===== config.mk =====
export PLATFORM = sky130hd
export DESIGN_NAME = i2c_bitbang_master
export DESIGN_NICKNAME = d
export VERILOG_FILES = /design/src/hw/rtl/i2cbb_pkg.sv /design/src/hw/rtl/i2cbb_seq.sv /design/src/hw/rtl/i2c_bitbang_master.sv
export SDC_FILE = /design/constraint.sdc
export NUM_CORES = 1
export LEC_CHECK = 0
export BUFFER_PORTS_ARGS = -buffer_cell sky130_fd_sc_hd__buf_2
export CAP_MARGIN = 30
export CORE_ASPECT_RATIO = 1.4
export CORE_MARGIN = 2
export CORE_UTILIZATION = 60
export CTS_CLUSTER_SIZE = 24
export DETAILED_ROUTE_END_ITERATION = 6
export PLACE_DENSITY = 0.82
export SLEW_MARGIN = 30
export SYNTH_ARGS = -nofsm -noshare
export SYNTH_HDL_FRONTEND = slang
export SYNTH_SLANG_ARGS = --single-unit

===== constraint.sdc =====
create_clock -name clk -period 3.3 [get_ports clk]
set_input_delay 0 -clock clk [delete_from_list [all_inputs] [get_ports clk]]
set_output_delay 0 -clock clk [all_outputs]
set_load 0.01 [all_outputs]

===== src/hw/rtl/i2cbb_pkg.sv =====
// Shared types and constants for the tick-driven I2C bus master.
package i2cbb_pkg;

  localparam int TPU_W       = 14;
  localparam int ACK_TO_W    = 8;
  localparam int CFG_DATA_W  = 14;
  localparam int CFG_IDX_W   = 1;
  localparam int OPCODE_W    = 3;
  localparam int DELAY_WIDTH_DEF = 16;

  localparam logic [TPU_W-1:0]    TPU_RESET    = 14'd75;
  localparam logic [ACK_TO_W-1:0] ACK_TO_RESET = 8'd250;

  localparam logic [CFG_IDX_W-1:0] REG_TICKS_PER_US = 1'd0;
  localparam logic [CFG_IDX_W-1:0] REG_ACK_TIMEOUT  = 1'd1;

  localparam logic [OPCODE_W-1:0] OP_TICK  = 3'd0;
  localparam logic [OPCODE_W-1:0] OP_START = 3'd1;
  localparam logic [OPCODE_W-1:0] OP_STOP  = 3'd2;
  localparam logic [OPCODE_W-1:0] OP_WRITE = 3'd3;
  localparam logic [OPCODE_W-1:0] OP_WAIT  = 3'd4;
  localparam logic [OPCODE_W-1:0] OP_READ  = 3'd5;

  typedef enum logic [4:0] {
    PH_IDLE    = 5'd0,
    PH_ST_HOLD = 5'd1,
    PH_ST_LOW  = 5'd2,
    PH_SP_A    = 5'd3,
    PH_SP_B    = 5'd4,
    PH_WF_A    = 5'd5,
    PH_WF_B    = 5'd6,
    PH_WR_SET  = 5'd7,
    PH_WR_HIGH = 5'd8,
    PH_WR_LOW  = 5'd9,
    PH_WA_REL  = 5'd10,
    PH_WA_HIGH = 5'd11,
    PH_WA_POLL = 5'd12,
    PH_RD_LOW  = 5'd13,
    PH_RD_HIGH = 5'd14,
    PH_RD_AK   = 5'd15,
    PH_RD_AKH  = 5'd16
  } phase_t;

  typedef struct packed {
    logic [OPCODE_W-1:0] opcode;
    logic [7:0]          data_byte;
    logic                send_ack;
    logic                sda_sample;
  } cmd_t;

  typedef struct packed {
    logic       scl_level;
    logic       sda_level;
    logic       sda_drive;
    logic       busy_res;
    logic       done_res;
    logic       ack_ok;
    logic [7:0] read_data;
    logic       cmd_rejected;
  } res_t;

endpackage


===== src/hw/rtl/i2cbb_seq.sv =====
// Bus sequencer: phase, counters and line state, advanced by one tick per request.
module i2cbb_seq import i2cbb_pkg::*; #(
  parameter int DELAY_WIDTH = DELAY_WIDTH_DEF
) (
  input  logic                clk,
  input  logic                rst_n,
  input  logic                step,
  input  cmd_t                cmd,
  input  logic [TPU_W-1:0]    ticks_per_us,
  input  logic [ACK_TO_W-1:0] ack_timeout,
  output res_t                res
);

  localparam int PW = TPU_W + 3;
  localparam int CW = (DELAY_WIDTH > PW) ? DELAY_WIDTH : PW;
  localparam logic [CW-1:0] LIM = CW'({DELAY_WIDTH{1'b1}});

  function automatic logic [DELAY_WIDTH-1:0] sat(input logic [PW-1:0] p);
    logic [CW-1:0] w;
    w = CW'(p);
    return (w > LIM) ? DELAY_WIDTH'(LIM) : DELAY_WIDTH'(w);
  endfunction

  logic [DELAY_WIDTH-1:0] dly1, dly2, dly4;

  assign dly1 = sat(PW'(ticks_per_us));
  assign dly2 = sat(PW'(ticks_per_us) << 1);
  assign dly4 = sat(PW'(ticks_per_us) << 2);

  phase_t                 phase_r, phase_nxt;
  logic [3:0]             bit_cnt_r, bit_cnt_nxt, bit_inc;
  logic [7:0]             shift_r, shift_nxt;
  logic [DELAY_WIDTH-1:0] delay_r, delay_nxt;
  logic [7:0]             poll_r, poll_nxt;
  logic                   scl_r, scl_nxt;
  logic                   sda_r, sda_nxt;
  logic                   dir_r, dir_nxt;
  logic                   ack_flag_r, ack_flag_nxt;
  logic                   ack_choice_r, ack_choice_nxt;
  logic [7:0]             held_r, held_nxt;
  logic                   done;
  logic                   rejected;

  assign bit_inc = bit_cnt_r + 4'd1;

  always_comb begin
    phase_nxt      = phase_r;
    bit_cnt_nxt    = bit_cnt_r;
    shift_nxt      = shift_r;
    delay_nxt      = delay_r;
    poll_nxt       = poll_r;
    scl_nxt        = scl_r;
    sda_nxt        = sda_r;
    dir_nxt        = dir_r;
    ack_flag_nxt   = ack_flag_r;
    ack_choice_nxt = ack_choice_r;
    held_nxt       = held_r;
    done           = 1'b0;
    rejected       = 1'b0;
    if (phase_r != PH_IDLE) begin
      rejected = (cmd.opcode >= OP_START) && (cmd.opcode <= OP_READ);
      if (phase_r == PH_WA_POLL) begin
        if (!cmd.sda_sample) begin
          scl_nxt      = 1'b0;
          ack_flag_nxt = 1'b1;
          phase_nxt    = PH_IDLE;
          done         = 1'b1;
        end else if (poll_r >= ack_timeout) begin
          dir_nxt   = 1'b1;
          scl_nxt   = 1'b0;
          sda_nxt   = 1'b0;
          delay_nxt = dly4;
          phase_nxt = PH_WF_A;
        end else begin
          poll_nxt = poll_r + 8'd1;
        end
      end else if (delay_r > DELAY_WIDTH'(1)) begin
        delay_nxt = delay_r - DELAY_WIDTH'(1);
      end else begin
        delay_nxt = '0;
        unique case (phase_r)
          PH_ST_HOLD: begin
            sda_nxt = 1'b0; delay_nxt = dly4; phase_nxt = PH_ST_LOW;
          end
          PH_ST_LOW: begin
            scl_nxt = 1'b0; phase_nxt = PH_IDLE; done = 1'b1;
          end
          PH_SP_A: begin
            scl_nxt = 1'b1; sda_nxt = 1'b1; delay_nxt = dly4; phase_nxt = PH_SP_B;
          end
          PH_SP_B: begin
            phase_nxt = PH_IDLE; done = 1'b1;
          end
          PH_WF_A: begin
            scl_nxt = 1'b1; sda_nxt = 1'b1; delay_nxt = dly4; phase_nxt = PH_WF_B;
          end
          PH_WF_B: begin
            ack_flag_nxt = 1'b0; phase_nxt = PH_IDLE; done = 1'b1;
          end
          PH_WR_SET: begin
            scl_nxt = 1'b1; delay_nxt = dly2; phase_nxt = PH_WR_HIGH;
          end
          PH_WR_HIGH: begin
            scl_nxt = 1'b0; delay_nxt = dly2; phase_nxt = PH_WR_LOW;
          end
          PH_WR_LOW: begin
            bit_cnt_nxt = bit_inc;
            if (bit_inc >= 4'd8) begin
              phase_nxt = PH_IDLE;
              done      = 1'b1;
            end else begin
              sda_nxt   = shift_r[7];
              shift_nxt = {shift_r[6:0], 1'b0};
              delay_nxt = dly2;
              phase_nxt = PH_WR_SET;
            end
          end
          PH_WA_REL: begin
            scl_nxt = 1'b1; delay_nxt = dly1; phase_nxt = PH_WA_HIGH;
          end
          PH_WA_HIGH: begin
            poll_nxt = '0; phase_nxt = PH_WA_POLL;
          end
          PH_RD_LOW: begin
            scl_nxt = 1'b1; delay_nxt = dly1; phase_nxt = PH_RD_HIGH;
          end
          PH_RD_HIGH: begin
            shift_nxt   = {shift_r[6:0], cmd.sda_sample};
            bit_cnt_nxt = bit_inc;
            scl_nxt     = 1'b0;
            delay_nxt   = dly2;
            if (bit_inc >= 4'd8) begin
              dir_nxt   = 1'b1;
              sda_nxt   = !ack_choice_r;
              phase_nxt = PH_RD_AK;
            end else begin
              phase_nxt = PH_RD_LOW;
            end
          end
          PH_RD_AK: begin
            scl_nxt = 1'b1; delay_nxt = dly2; phase_nxt = PH_RD_AKH;
          end
          PH_RD_AKH: begin
            scl_nxt   = 1'b0;
            held_nxt  = shift_r;
            phase_nxt = PH_IDLE;
            done      = 1'b1;
          end
          default: begin
            phase_nxt = PH_IDLE;
          end
        endcase
      end
    end else begin
      unique case (cmd.opcode)
        OP_START: begin
          dir_nxt = 1'b1; sda_nxt = 1'b1; scl_nxt = 1'b1;
          delay_nxt = dly4; phase_nxt = PH_ST_HOLD;
        end
        OP_STOP: begin
          dir_nxt = 1'b1; scl_nxt = 1'b0; sda_nxt = 1'b0;
          delay_nxt = dly4; phase_nxt = PH_SP_A;
        end
        OP_WRITE: begin
          dir_nxt     = 1'b1;
          scl_nxt     = 1'b0;
          bit_cnt_nxt = '0;
          sda_nxt     = cmd.data_byte[7];
          shift_nxt   = {cmd.data_byte[6:0], 1'b0};
          delay_nxt   = dly2;
          phase_nxt   = PH_WR_SET;
        end
        OP_WAIT: begin
          dir_nxt = 1'b0; sda_nxt = 1'b1;
          delay_nxt = dly1; phase_nxt = PH_WA_REL;
        end
        OP_READ: begin
          dir_nxt        = 1'b0;
          scl_nxt        = 1'b0;
          bit_cnt_nxt    = '0;
          shift_nxt      = '0;
          ack_choice_nxt = cmd.send_ack;
          delay_nxt      = dly2;
          phase_nxt      = PH_RD_LOW;
        end
        default: begin
        end
      endcase
    end
  end

  always_ff @(posedge clk) begin
    if (!rst_n) begin
      phase_r      <= PH_IDLE;
      bit_cnt_r    <= '0;
      shift_r      <= '0;
      delay_r      <= '0;
      poll_r       <= '0;
      scl_r        <= 1'b1;
      sda_r        <= 1'b1;
      dir_r        <= 1'b1;
      ack_flag_r   <= 1'b0;
      ack_choice_r <= 1'b0;
      held_r       <= '0;
    end else if (step) begin
      phase_r      <= phase_nxt;
      bit_cnt_r    <= bit_cnt_nxt;
      shift_r      <= shift_nxt;
      delay_r      <= delay_nxt;
      poll_r       <= poll_nxt;
      scl_r        <= scl_nxt;
      sda_r        <= sda_nxt;
      dir_r        <= dir_nxt;
      ack_flag_r   <= ack_flag_nxt;
      ack_choice_r <= ack_choice_nxt;
      held_r       <= held_nxt;
    end
  end

  always_comb begin
    res.scl_level    = scl_nxt;
    res.sda_level    = sda_nxt;
    res.sda_drive    = dir_nxt;
    res.busy_res     = (phase_nxt != PH_IDLE);
    res.done_res     = done;
    res.ack_ok       = ack_flag_nxt;
    res.read_data    = held_nxt;
    res.cmd_rejected = rejected;
  end

endmodule


===== src/hw/rtl/i2c_bitbang_master.sv =====
// Top level of the tick-driven I2C bus master: handshakes, configuration and result register.
//
// Each input request is one tick of bus time. It carries a command (or a plain
// tick), the byte to write, the ACK choice for reads and the sampled SDA level.
// Commands are taken only while the sequencer is idle; a command that arrives
// while busy is ignored and flagged in cmd_rejected, and the tick still counts.
// Every request yields exactly one result with the SCL/SDA levels, the SDA
// direction, busy and done flags, the last wait-ack status and the last byte read.
// The sequencer state and the result register are both written at the edge that
// accepts the request. Throughput is one request per cycle while the receiver does
// not stall, set by the single pass through the sequencer's next-state logic.
// When the receiver stalls, the result waits in the output register and in_ready
// stays high only if that result is taken in the same cycle.
// Synchronous reset puts the bus lines high with SDA driven, the sequencer idle,
// ticks_per_us at 75 and ack_timeout at 250. The user writes configuration through
// cfg_we/cfg_index/cfg_data only while no request is in flight; the block does not enforce it.
module i2c_bitbang_master import i2cbb_pkg::*; #(
  parameter int DELAY_WIDTH = DELAY_WIDTH_DEF
) (
  input  logic                  clk,
  input  logic                  rst_n,
  input  logic                  cfg_we,
  input  logic [CFG_IDX_W-1:0]  cfg_index,
  input  logic [CFG_DATA_W-1:0] cfg_data,
  input  logic                  in_valid,
  output logic                  in_ready,
  input  logic [OPCODE_W-1:0]   in_opcode,
  input  logic [7:0]            in_data_byte,
  input  logic                  in_send_ack,
  input  logic                  in_sda_sample,
  output logic                  out_valid,
  input  logic                  out_ready,
  output logic                  out_scl_level,
  output logic                  out_sda_level,
  output logic                  out_sda_drive,
  output logic                  out_busy_res,
  output logic                  out_done_res,
  output logic                  out_ack_ok,
  output logic [7:0]            out_read_data,
  output logic                  out_cmd_rejected
);

  logic [TPU_W-1:0]    tpu_r;
  logic [ACK_TO_W-1:0] ack_to_r;
  logic                out_valid_r;
  res_t                res_r;
  res_t                seq_res;
  cmd_t                cmd;
  logic                in_fire;

  assign in_ready = !out_valid_r || out_ready;
  assign in_fire  = in_valid && in_ready;

  assign cmd.opcode     = in_opcode;
  assign cmd.data_byte  = in_data_byte;
  assign cmd.send_ack   = in_send_ack;
  assign cmd.sda_sample = in_sda_sample;

  always_ff @(posedge clk) begin
    if (!rst_n) begin
      tpu_r    <= TPU_RESET;
      ack_to_r <= ACK_TO_RESET;
    end else if (cfg_we) begin
      unique case (cfg_index)
        REG_TICKS_PER_US: tpu_r    <= cfg_data[TPU_W-1:0];
        REG_ACK_TIMEOUT:  ack_to_r <= cfg_data[ACK_TO_W-1:0];
        default: begin
        end
      endcase
    end
  end

  i2cbb_seq #(
    .DELAY_WIDTH(DELAY_WIDTH)
  ) u_seq (
    .clk          (clk),
    .rst_n        (rst_n),
    .step         (in_fire),
    .cmd          (cmd),
    .ticks_per_us (tpu_r),
    .ack_timeout  (ack_to_r),
    .res          (seq_res)
  );

  always_ff @(posedge clk) begin
    if (!rst_n) begin
      out_valid_r <= 1'b0;
      res_r       <= '0;
    end else begin
      if (in_fire) begin
        out_valid_r <= 1'b1;
        res_r       <= seq_res;
      end else if (out_ready) begin
        out_valid_r <= 1'b0;
      end
    end
  end

  assign out_valid        = out_valid_r;
  assign out_scl_level    = res_r.scl_level;
  assign out_sda_level    = res_r.sda_level;
  assign out_sda_drive    = res_r.sda_drive;
  assign out_busy_res     = res_r.busy_res;
  assign out_done_res     = res_r.done_res;
  assign out_ack_ok       = res_r.ack_ok;
  assign out_read_data    = res_r.read_data;
  assign out_cmd_rejected = res_r.cmd_rejected;

  a_fire_gives_result: assert property (@(posedge clk) disable iff (!rst_n)
    in_fire |=> out_valid_r)
    else $error("accepted request produced no result");

  a_done_not_busy: assert property (@(posedge clk) disable iff (!rst_n)
    out_valid_r && out_done_res |-> !out_busy_res)
    else $error("command reported done while still busy");

  a_ack_rise_on_done: assert property (@(posedge clk) disable iff (!rst_n)
    $rose(out_ack_ok) |-> out_done_res)
    else $error("acknowledge status set without a finished wait-ack");

endmodule


==> impl_metrics.py, run 1 <==
metrics = {
    "clock_network": {
        "clock_sinks": 83,
        "cts_root_buf": "clkbuf_16",
        "cts_resized": 0,
        "post_cts_buffers": 0,
        "clkSlewWorstSetupHoldPaths_ns": 0.07,
        "h-tree-depth": 3,
        "clk_latency_ns": 0.34,
        "cts_buffers": 9,
        "clockBufferDepth": 2,
        "cts_tree": "built",
    },
    "sta": {
        "max_slew_margin": 0.517,
        "setup_viol": 0,
        "finalSetupTns_ns": 0,
        "final_period_minus_worst_setup_slack_ns": 2.86,
        "max_freq_mhz": 350,
        "min_period_over_period": 0.865,
        "finalHoldViolations": 0,
        "tightest_slew_ns": 0.719,
        "grt_setup_unrepaired": "no",
        "finClkSkew_ns": 0.00561,
        "drv_slew": 0,
    },
    "critical_path": {
        "setup.worst_path.start": "u_seq.phase_r[0]$_SDFFE_PN0P_",
        "crit_required_ns": 3.56,
        "endpoint_kind": "flip-flop",
        "start_kind": "flip-flop",
        "rr_startpoint": "u_seq.phase_r[0]$_SDFFE_PN0P_",
        "path_class": "flip-flop to flip-flop",
        "worstPathMaxFanout": 18,
        "r2r_slack_ns": 0.44,
        "cp.arrival_ns": 3.12,
    },
    "logic_synthesis": {
        "async_flop_share": 0,
        "yosysTopAreaCellShare": 0.302,
        "yosysUniqueCellTypes": 64,
        "yosysWarnings": 0,
        "yosysSeqAreaShare": 0.302,
        "avgSynthCellArea_um2": 7.56,
        "syn_nets": 772,
        "synth_area_mm2": 0.00550,
        "synthTopCellsByArea": "dfxtp_1 (30%), a21oi_1 (6.6%), nand2_1 (6.4%), nand3_1 (3.3%), o21ai_0 (3.2%)",
        "ys_ff_latch": 83,
        "synth_top_area_cell": "dfxtp_1",
        "synth_ff_type": "dfxtp_1",
        "synth_edf_count": 0,
        "synthCells": 727,
    },
    "power": {
        "net-switching-power_mw": 1.46,
        "powerDensity_mw_per_mm2": 580,
        "combPwrFrac": 0.387,
        "p_leak_nw": 2.47,
        "power_frac_seq": 0.323,
        "peakVddDrop_mv": 0.354,
        "p_int_mw": 2.21,
        "power.share.clock": 0.289,
        "p_sw_frac": 0.399,
    },
    "floorplanning": {
        "die_x_um": 84.9,
        "die_y_um": 117,
        "die_area_mm2": 0.00996,
        "rows": 41,
        "io_pins": 50,
        "core_area_mm2": 0.00898,
        "initial_utilization": 0.612,
    },
    "finish": {
        "drive_gt1_frac": 0.138,
        "fill_cells": 705,
        "insertedDiodeCount": 0,
        "nNetsFinal": 816,
        "area_delta_synth_final_pct": 15.1,
        "final_core_util": 0.705,
    },
    "route": {
        "drt_first_pass_iters": 7,
        "drc": 4,
        "drt_iter0_markers": 1315,
        "post_drt_wl_per_cell_um": 19.7,
        "num_vias": 6221,
        "via_per_inst": 7.05,
        "ant_nets": 0,
        "routed_wl_um": 17400,
    },
    "status": {
        "status": "complete, but fails checks",
        "violations": "design-rule violations",
    },
    "place": {
        "gp_congestion": 0.985,
        "dp_hpwl_um": 12200,
        "buffer_ports.inserted": 49,
    },
    "global_routing": {
        "grt_overflow": 0,
        "grt_pass1_vias": 5753,
        "grt_max_degree": 41,
        "antenna_found_initial": 0,
        "grt_first_pass_wirelength_um": 27900,
        "grt_usage": 0.349,
    },
    "hold_path": {
        "hold_class": "input pin to flip-flop",
        "worstHoldStart": "cfg_we",
    },
    "flow_run": {
        "cap_violations": 0,
    },
}
-- worst max-delay path: stages, from the launching register on --
cell and delay [ns]:
dfxtp_1 0.72, or3_1 0.35, nor2_1 0.17, or3_1 0.57, o21a_4 0.24, or4_1 0.52
a21oi_1 0.20
-- state kept, by name (all words and copies together), names as in the netlist, 4 cells and up --
| register | count |
|---|---|
| u_seq.held_r | 8 |
| u_seq.bit_cnt_r | 4 |
| u_seq.delay_r | 16 |
| u_seq.phase_r | 5 |
| ack_to_r | 8 |
| u_seq.shift_r | 8 |
| u_seq.poll_r | 8 |
| tpu_r | 14 |
-- power groups by stage --
stage | clock network [mW] | registers [mW] | logic, mW
2_1_floorplan | 0 | 1.15 | 1.00
3_3_place_gp | 0 | 1.20 | 1.32
3_5_place_dp | 0 | 1.20 | 1.34
4_1_cts | 1.07 | 1.18 | 1.37
5_1_grt | 1.11 | 1.19 | 1.52
6_report | 1.06 | 1.19 | 1.42
-- cells in the final DEF, fill, tap and decap left out, drive strengths merged, types with 10 or more instances in the layout --
| cell type | count |
|---|---|
| dlygate4sd3 | 18 |
| dfxtp | 83 |
| a22oi | 11 |
| mux2i | 15 |
| o211ai | 17 |
| inv | 24 |
| nand2b | 12 |
| o21a | 10 |
| nor3 | 21 |
| a21o | 11 |
| ha | 12 |
| a21oi | 73 |
| o31ai | 14 |
| buf | 75 |
| a221oi | 12 |
| nand2 | 94 |
| o21ai | 35 |
| nor2 | 45 |
| nand3 | 36 |
| a221o | 13 |
-- layout make-up --
class                   count  area [um2]  share of cell area
well taps                 107         134              0.0212
clock inverters             7        83.8              0.0132
inverters                  20        75.1              0.0119
multi-input cells         564        3530               0.557
clock buffers               9         225              0.0356
repair buffers             93         621              0.0981
flip-flops and latches     83        1660               0.263
-- routing by layer --
| layer | GRT usage | up-vias | routed length (um) |
|---|---|---|---|
| met4 | 0.196 | 0 | 912 |
| met1 | 0.427 | 2879 | 6570 |
| met5 | 0 | - | 0 |
| met3 | 0.0603 | 104 | 1670 |
| met2 | 0.584 | 421 | 8270 |
| li1 | - | 2817 | - |
-- repair_timing --
| item | in CTS | in global routing |
|---|---|---|
| hold endpoints to repair | 24 | 0 |
| hold buffers | 18 | 0 |
| endpoints found under the setup margin | 0 | 0 |
-- cells in the mapped netlist, types with 5 or more instances --
master	instances
a22oi_1	11
xor2_1	9
nor3_1	21
o21ai_0	35
dfxtp_1	83
mux2i_1	15
a221o_1	13
a221oi_1	12
clkbuf_1	41
o211ai_1	17
or3_1	6
nand2_1	94
a31oi_1	5
inv_1	20
o31ai_1	13
o21a_1	9
buf_2	6
nand4_1	6
a222oi_1	6
a32o_1	6
xnor2_1	5
ha_1	12
buf_1	11
nand2b_1	12
nand3_1	36
and2_1	6
nor2_1	45
a21o_1	11
a211oi_1	8
nor2b_1	7
a21oi_1	73
nand3b_1	6
or2_2	5
or4_1	7
-- final timing paths --
path / depth (start not counted) / end
worst max register to register: 6 / u_seq.poll_r[3]$_SDFFE_PN0P_
worst max-delay path: 6 / u_seq.poll_r[3]$_SDFFE_PN0P_
worst min-delay path: 4 / ack_to_r[0]$_SDFFE_PN0P_
worst min register to register: 2 / out_cmd_rejected$_SDFFE_PN0P_
-- cell families after synthesis --
logic type | after synthesis | synth area share
multiplexers | 15 | 0.0273
XOR/XNOR | 14 | 0.0223
AO/OA/AOI/OAI | 253 | 0.318
AND/OR/NAND/NOR | 270 | 0.245
adder cells (fa/ha/maj) | 12 | 0.0273
buffers and inverters | 80 | 0.0576
flip-flops | 83 | 0.302
-- stage by stage --
| step | hold slack (ns) | std cells | power (mW) | worst slack, ns | instance area [um2] |
|---|---|---|---|---|---|
| 2_1_floorplan | 0.124 | 727 | 2.16 | 0.892 | 5500 |
| 3_3_place_gp | 0.232 | 849 | 2.51 | 0.509 | 5830 |
| 6_report | 0.0145 | 883 | 3.67 | 0.444 | 6330 |
| 5_1_grt | 0.0349 | 883 | 3.82 | 0.332 | 6330 |
| 3_5_place_dp | 0.238 | 849 | 2.54 | 0.634 | 5840 |
| 4_1_cts | 0.00375 | 883 | 3.61 | 0.595 | 6320 |
(Power assumes the default switching activity.)
==> run 2, diff against run 1 <==
--- a/config.mk
+++ b/config.mk
@@ -13,7 +13,9 @@
 export CTS_CLUSTER_SIZE = 24
 export DETAILED_ROUTE_END_ITERATION = 6
 export PLACE_DENSITY = 0.82
+export REMOVE_ABC_BUFFERS = 1
 export SLEW_MARGIN = 30
 export SYNTH_ARGS = -nofsm -noshare
 export SYNTH_HDL_FRONTEND = slang
+export SYNTH_HIERARCHICAL = 1
 export SYNTH_SLANG_ARGS = --single-unit
==> impl_metrics.py, run 2 <==
metrics = {
    "route": {
        "drt_first_pass_iters": 6,
        "ant_nets": 0,
        "drc": 0,
        "num_vias": 6409,
        "routed_wl_um": 19000,
        "via_per_inst": 6.57,
        "post_drt_wl_per_cell_um": 19.5,
        "drt_iter0_markers": 704,
    },
    "clock_network": {
        "cts_hold_buf": 25,
        "clock_sinks": 92,
        "cts_buffers": 9,
        "cts_resized": 0,
        "clk_latency_ns": 0.35,
        "clockBufferDepth": 2,
        "cts_tree": "built",
        "clkSlewWorstSetupHoldPaths_ns": 0.07,
        "cts_root_buf": "clkbuf_16",
        "post_cts_buffers": 0,
        "h-tree-depth": 3,
    },
    "sta": {
        "setup_viol": 0,
        "max_slew_margin": 0.389,
        "finClkSkew_ns": 0.00973,
        "grt_setup_unrepaired": "no",
        "min_period_over_period": 0.875,
        "finalHoldViolations": 0,
        "final_period_minus_worst_setup_slack_ns": 2.89,
        "max_freq_mhz": 346,
        "finalSetupTns_ns": 0,
        "tightest_slew_ns": 0.907,
        "drv_slew": 0,
    },
    "logic_synthesis": {
        "ys_ff_latch": 92,
        "synth_edf_count": 0,
        "yosysMostFrequentCell": "nand2_1",
        "synthTopCellsByArea": "dfxtp_1 (30%), nand2_1 (8.4%), mux2i_1 (4.4%), nor2_1 (3.9%), nand3_1 (3.9%)",
        "yosysSeqAreaShare": 0.302,
        "synth_ff_type": "dfxtp_1",
        "synth_top_area_cell": "dfxtp_1",
        "synth_area_mm2": 0.00610,
        "yosysTopAreaCellShare": 0.302,
        "yosysUniqueCellTypes": 85,
        "synthCells": 796,
        "async_flop_share": 0,
        "synth_common_cells": "nand2_1 (136), dfxtp_1 (92), nor2_1 (64)",
        "yosysWarnings": 6,
        "avgSynthCellArea_um2": 7.66,
    },
    "power": {
        "powerDensity_mw_per_mm2": 506,
        "peakVddDrop_mv": 0.335,
        "combPwrFrac": 0.326,
        "p_int_mw": 2.19,
        "power_frac_seq": 0.378,
        "p_leak_nw": 2.67,
        "net-switching-power_mw": 1.28,
        "p_total_mw": 3.47,
        "power.share.clock": 0.296,
        "p_sw_frac": 0.369,
    },
    "critical_path": {
        "cp.arrival_ns": 3.11,
        "cp.buffers_inverters": 0,
        "crit_path_max_incr_delay_ns": 0.76,
        "crit_family": "compound AO/OA/AOI/OAI gates",
        "path_cells": "nor4_4 -> nand2_4 -> o21ai_0 -> o22ai_1 -> a211oi_1 -> nand4_1 -> nand2_1 -> mux2i_1",
        "worst_path_max_delay_cell": "o21ai_0",
        "crit_required_ns": 3.53,
        "worstPathMaxFanout": 10,
        "path_class": "flip-flop to flip-flop",
        "endpoint_kind": "flip-flop",
        "start_kind": "flip-flop",
    },
    "finish": {
        "multi_input_area_mm2": 0.00382,
        "final_common_cell": "nand2_1",
        "top_regs": "u_seq/delay_r (16), tpu_r (14)",
        "fin_area_mm2": 0.00686,
        "drive_gt1_frac": 0.148,
        "insertedDiodeCount": 0,
        "seqCellArea_mm2": 0.00184,
        "largest_register": "u_seq/delay_r",
        "area_delta_synth_final_pct": 12.5,
        "final_core_util": 0.693,
        "nNetsFinal": 880,
        "largest_reg_flops": 16,
        "fill_cells": 840,
        "final_cell_mix": "nand2_1 (136), dfxtp_1 (92), nor2_1 (64)",
        "fin_cells": 975,
    },
    "global_routing": {
        "grt_usage": 0.349,
        "grt_max_degree": 81,
        "grt_pass1_vias": 5994,
        "grt_overflow": 0,
        "antenna_found_initial": 0,
        "grt_first_pass_wirelength_um": 29600,
    },
    "floorplanning": {
        "die_y_um": 123,
        "io_pins": 50,
        "rows": 43,
        "initial_utilization": 0.616,
        "die_x_um": 89.2,
        "core_area_mm2": 0.00990,
        "die_area_mm2": 0.0110,
    },
    "status": {
        "status": "finished, final reports clean",
    },
    "place": {
        "placedCellCount": 934,
        "gp_congestion": 1.04,
        "dpl_cell_area_mm2": 0.00631,
        "buffer_ports.inserted": 49,
        "dp_hpwl_um": 13000,
    },
    "flow_run": {
        "cap_violations": 0,
    },
    "hold_path": {
        "hold_class": "input pin to flip-flop",
    },
}
[run 2: cell types whose count changed after synthesis, sizes merged, moves of 15 or more]
cell,before,now
a21boi,1,16
nor2,45,64
a21oi,73,46
nand2,94,137
[run 2: kinds of logic after synthesis]
logic type | count (synthesis) | share of synthesized area
buffers and inverters | 89 | 0.0722
XOR/XNOR | 16 | 0.0230
flip-flops | 92 | 0.302
AND/OR/NAND/NOR | 334 | 0.268
multiplexers | 35 | 0.0591
AO/OA/AOI/OAI | 217 | 0.249
adder cells (fa/ha/maj) | 13 | 0.0263
[run 2: tightest hold or removal path: cells and delay by family]
kind / cells / cell delay, ns
buf+inv: 1 / 0.12
simple gates: 3 / 0.37
[run 2: per-layer routing]
| layer | track usage | share of wire | wire [um] |
|---|---|---|---|
| met4 | 0.206 | 0.061 | 1150 |
| met2 | 0.598 | 0.49 | 9390 |
| met3 | 0.0541 | 0.077 | 1470 |
| met5 | 0 | 0 | 0 |
| met1 | 0.402 | 0.37 | 6990 |
[run 2: layout make-up]
class | instances | share of cell area
inverter | 24 | 0.0131
timing repair buffer | 93 | 0.0930
tap | 135 | 0.0246
clock inverter | 4 | 0.00474
clock buffer | 12 | 0.0388
multi-input combinational | 615 | 0.557
sequential | 92 | 0.268
[run 2: power by group through the flow]
stage | clock network (mW) | logic [mW] | registers, mW
after floorplan | 0 | 0.725 | 1.30
after global placement | 0 | 1.06 | 1.33
final | 1.03 | 1.13 | 1.31
after CTS | 1.04 | 1.10 | 1.31
after detailed placement | 0 | 1.07 | 1.33
after global routing | 1.08 | 1.22 | 1.32
[run 2: per-stage QoR]
step                      hold slack [ns]  setup WS (ns)
after CTS                           0.157          0.559
after detailed placement            0.238          0.561
after floorplan                    0.0718        -0.0455
after global routing                0.195          0.340
after global placement              0.225          0.510
final                               0.166          0.413
[run 2: final timing paths]
kind	start	end	slack [ns]	cells after the start
setup / recovery	u_seq/delay_r[8]$_SDFFE_PN0P_	out_busy_res$_SDFFE_PN0P_	0.41	8
setup reg to reg	u_seq/delay_r[8]$_SDFFE_PN0P_	out_busy_res$_SDFFE_PN0P_	0.41	8
hold / removal	cfg_we	ack_to_r[7]$_SDFFE_PN1P_	0.17	4
hold reg to reg	u_seq/held_r[1]$_SDFFE_PN0P_	u_seq/held_r[1]$_SDFFE_PN0P_	0.45	2
==> run 3, diff against run 2 <==
--- a/config.mk
+++ b/config.mk
@@ -7,7 +7,7 @@
 export LEC_CHECK = 0
 export BUFFER_PORTS_ARGS = -buffer_cell sky130_fd_sc_hd__buf_2
 export CAP_MARGIN = 30
-export CORE_ASPECT_RATIO = 1.4
+export CORE_ASPECT_RATIO = 0.7
 export CORE_MARGIN = 2
 export CORE_UTILIZATION = 60
 export CTS_CLUSTER_SIZE = 24
==> impl_metrics.py, run 3 (synthesis results as in run 2) <==
metrics = {
    "sta": {
        "drv_slew": 0,
        "finalHoldViolations": 0,
        "final_period_minus_worst_setup_slack_ns": 2.69,
        "setup_viol": 0,
        "timing.hold.ws_ns": 0.157,
        "grt_setup_unrepaired": "no",
        "finClkSkew_ns": 0.00791,
        "min_period_over_period": 0.816,
        "fin_ws_ns": 0.607,
        "max_slew_margin": 0.366,
        "tightest_slew_ns": 0.944,
        "max_freq_mhz": 371,
    },
    "critical_path": {
        "crit_family": "simple AND/OR/NAND/NOR gates",
        "cp.arrival_ns": 2.97,
        "path_class": "flip-flop to flip-flop",
        "crit_required_ns": 3.57,
        "path_cells": "and3b_1 -> nand3_1 -> or4_1 -> nand3_1 -> a311oi_1 -> a21oi_1 -> nand2_1 -> mux2i_1",
        "worstPathMaxFanout": 22,
        "path_common_cell": "nand3_1",
        "endpoint_kind": "flip-flop",
        "cp.buffers_inverters": 0,
        "start_kind": "flip-flop",
        "worst_path_max_delay_cell": "dfxtp_1",
        "crit_path_max_incr_delay_ns": 0.83,
    },
    "route": {
        "ant_nets": 0,
        "drt_first_pass_iters": 7,
        "routed_wl_um": 18700,
        "num_vias": 6344,
        "post_drt_wl_per_cell_um": 19.4,
        "drc": 16,
        "via_per_inst": 6.57,
        "drt_iter0_markers": 930,
    },
    "flow_run": {
        "cap_violations": 0,
    },
    "finish": {
        "nNetsFinal": 878,
        "largest_reg_flops": 16,
        "final_core_util": 0.697,
        "final_cell_mix": "nand2_1 (136), dfxtp_1 (92), nor2_1 (64)",
        "final_common_cell": "nand2_1",
        "area_delta_synth_final_pct": 11.9,
        "drive_gt1_frac": 0.146,
        "top_regs": "u_seq/delay_r (16), tpu_r (14)",
        "insertedDiodeCount": 0,
        "largest_register": "u_seq/delay_r",
    },
    "global_routing": {
        "grt_max_degree": 81,
        "antenna_found_initial": 0,
        "grt_overflow": 0,
        "grt_usage": 0.339,
        "grt_pass1_vias": 5585,
        "grt_first_pass_wirelength_um": 29600,
    },
    "clock_network": {
        "cts_tree": "built",
        "clkSlewWorstSetupHoldPaths_ns": 0.07,
        "clock_sinks": 92,
        "cts_root_buf": "clkbuf_16",
        "h-tree-depth": 3,
        "cts_buffers": 9,
        "clk_latency_ns": 0.35,
        "cts_resized": 0,
        "clockBufferDepth": 2,
    },
    "status": {
        "status": "complete, but fails checks",
        "violations": "design-rule violations",
    },
    "floorplanning": {
        "core_area_mm2": 0.00980,
        "io_pins": 50,
        "die_x_um": 125,
        "die_y_um": 88.4,
        "initial_utilization": 0.622,
        "die_area_mm2": 0.0110,
        "rows": 30,
    },
    "place": {
        "place_ws_ns": 0.686,
        "dp_hpwl_um": 13000,
        "gp_congestion": 1.02,
        "buffer_ports.inserted": 49,
    },
    "power": {
        "p_leak_nw": 2.65,
        "powerDensity_mw_per_mm2": 507,
        "peakVddDrop_mv": 0.330,
    },
    "hold_path": {
        "hold_class": "input pin to flip-flop",
    },
}
-- run 3: cell types whose count changed in the layout (fill, tap and decap cells not counted) --
cell	change
buf_4	-2
clkbuf_1	+1
clkbuf_8	-3
clkinv_4	-2
clkinv_8	+1
inv_1	-1
inv_2	+1
inv_6	+3
-- run 3: report_power, final --
part	switching [mW]	total (mW)	internal, mW	leakage, nW
Sequential	0.128	1.31	1.18	0.751
Clock	0.481	1.01	0.526	0.133
Combinational	0.707	1.14	0.432	1.77
Total	1.32	3.46	2.14	2.65
-- run 3: per-layer routing --
layer | GRT usage | vias up | wire length (um)
li1 | - | 2965 | -
met1 | 0.493 | 2995 | 8640
met2 | 0.498 | 356 | 7800
met3 | 0.0925 | 28 | 2050
met4 | 0.0889 | 0 | 253
met5 | 0 | - | 0
-- run 3: final cells by class --
class                      count  area (um2)
inverter                      24        90.1
sequential                    92        1840
fill                         788        2970
multi-input combinational    615        3820
timing repair buffer          91         623
tap                          128         160
clock inverter                 6        57.6
clock buffer                  10         229
-- run 3: repair_timing --
action,in CTS,in global routing
hold buffers,25,0
setup buffers,0,0
endpoints found under the hold margin,32,0
-- run 3: tightest hold or removal path, stage by stage --
cell	delay, ns
buf_2	0.11
nand2_1	0.17
nand2_1	0.12
nand3_1	0.06
-- run 3: final timing paths --
path	startpoint	endpoint	slack, ns	depth (start not counted)
min reg2reg	u_seq/held_r[4]$_SDFFE_PN0P_	u_seq/held_r[4]$_SDFFE_PN0P_	0.45	2
max reg2reg	u_seq/phase_r[2]$_SDFFE_PN0P_	out_sda_drive$_SDFFE_PN0P_	0.61	8
max	u_seq/phase_r[2]$_SDFFE_PN0P_	out_sda_drive$_SDFFE_PN0P_	0.61	8
min	cfg_we	ack_to_r[3]$_SDFFE_PN1P_	0.16	4
-- run 3: stage by stage --
| step | std cells | TNS (ns) | area, um2 | power [mW] |
|---|---|---|---|---|
| after floorplan | 731 | -0.0455 | 5750 | 2.03 |
| after global placement | 925 | 0 | 6290 | 2.39 |
| after detailed placement | 925 | 0 | 6290 | 2.39 |
| after CTS | 966 | 0 | 6830 | 3.41 |
| after global routing | 966 | 0 | 6830 | 3.60 |
| final | 966 | 0 | 6830 | 3.46 |
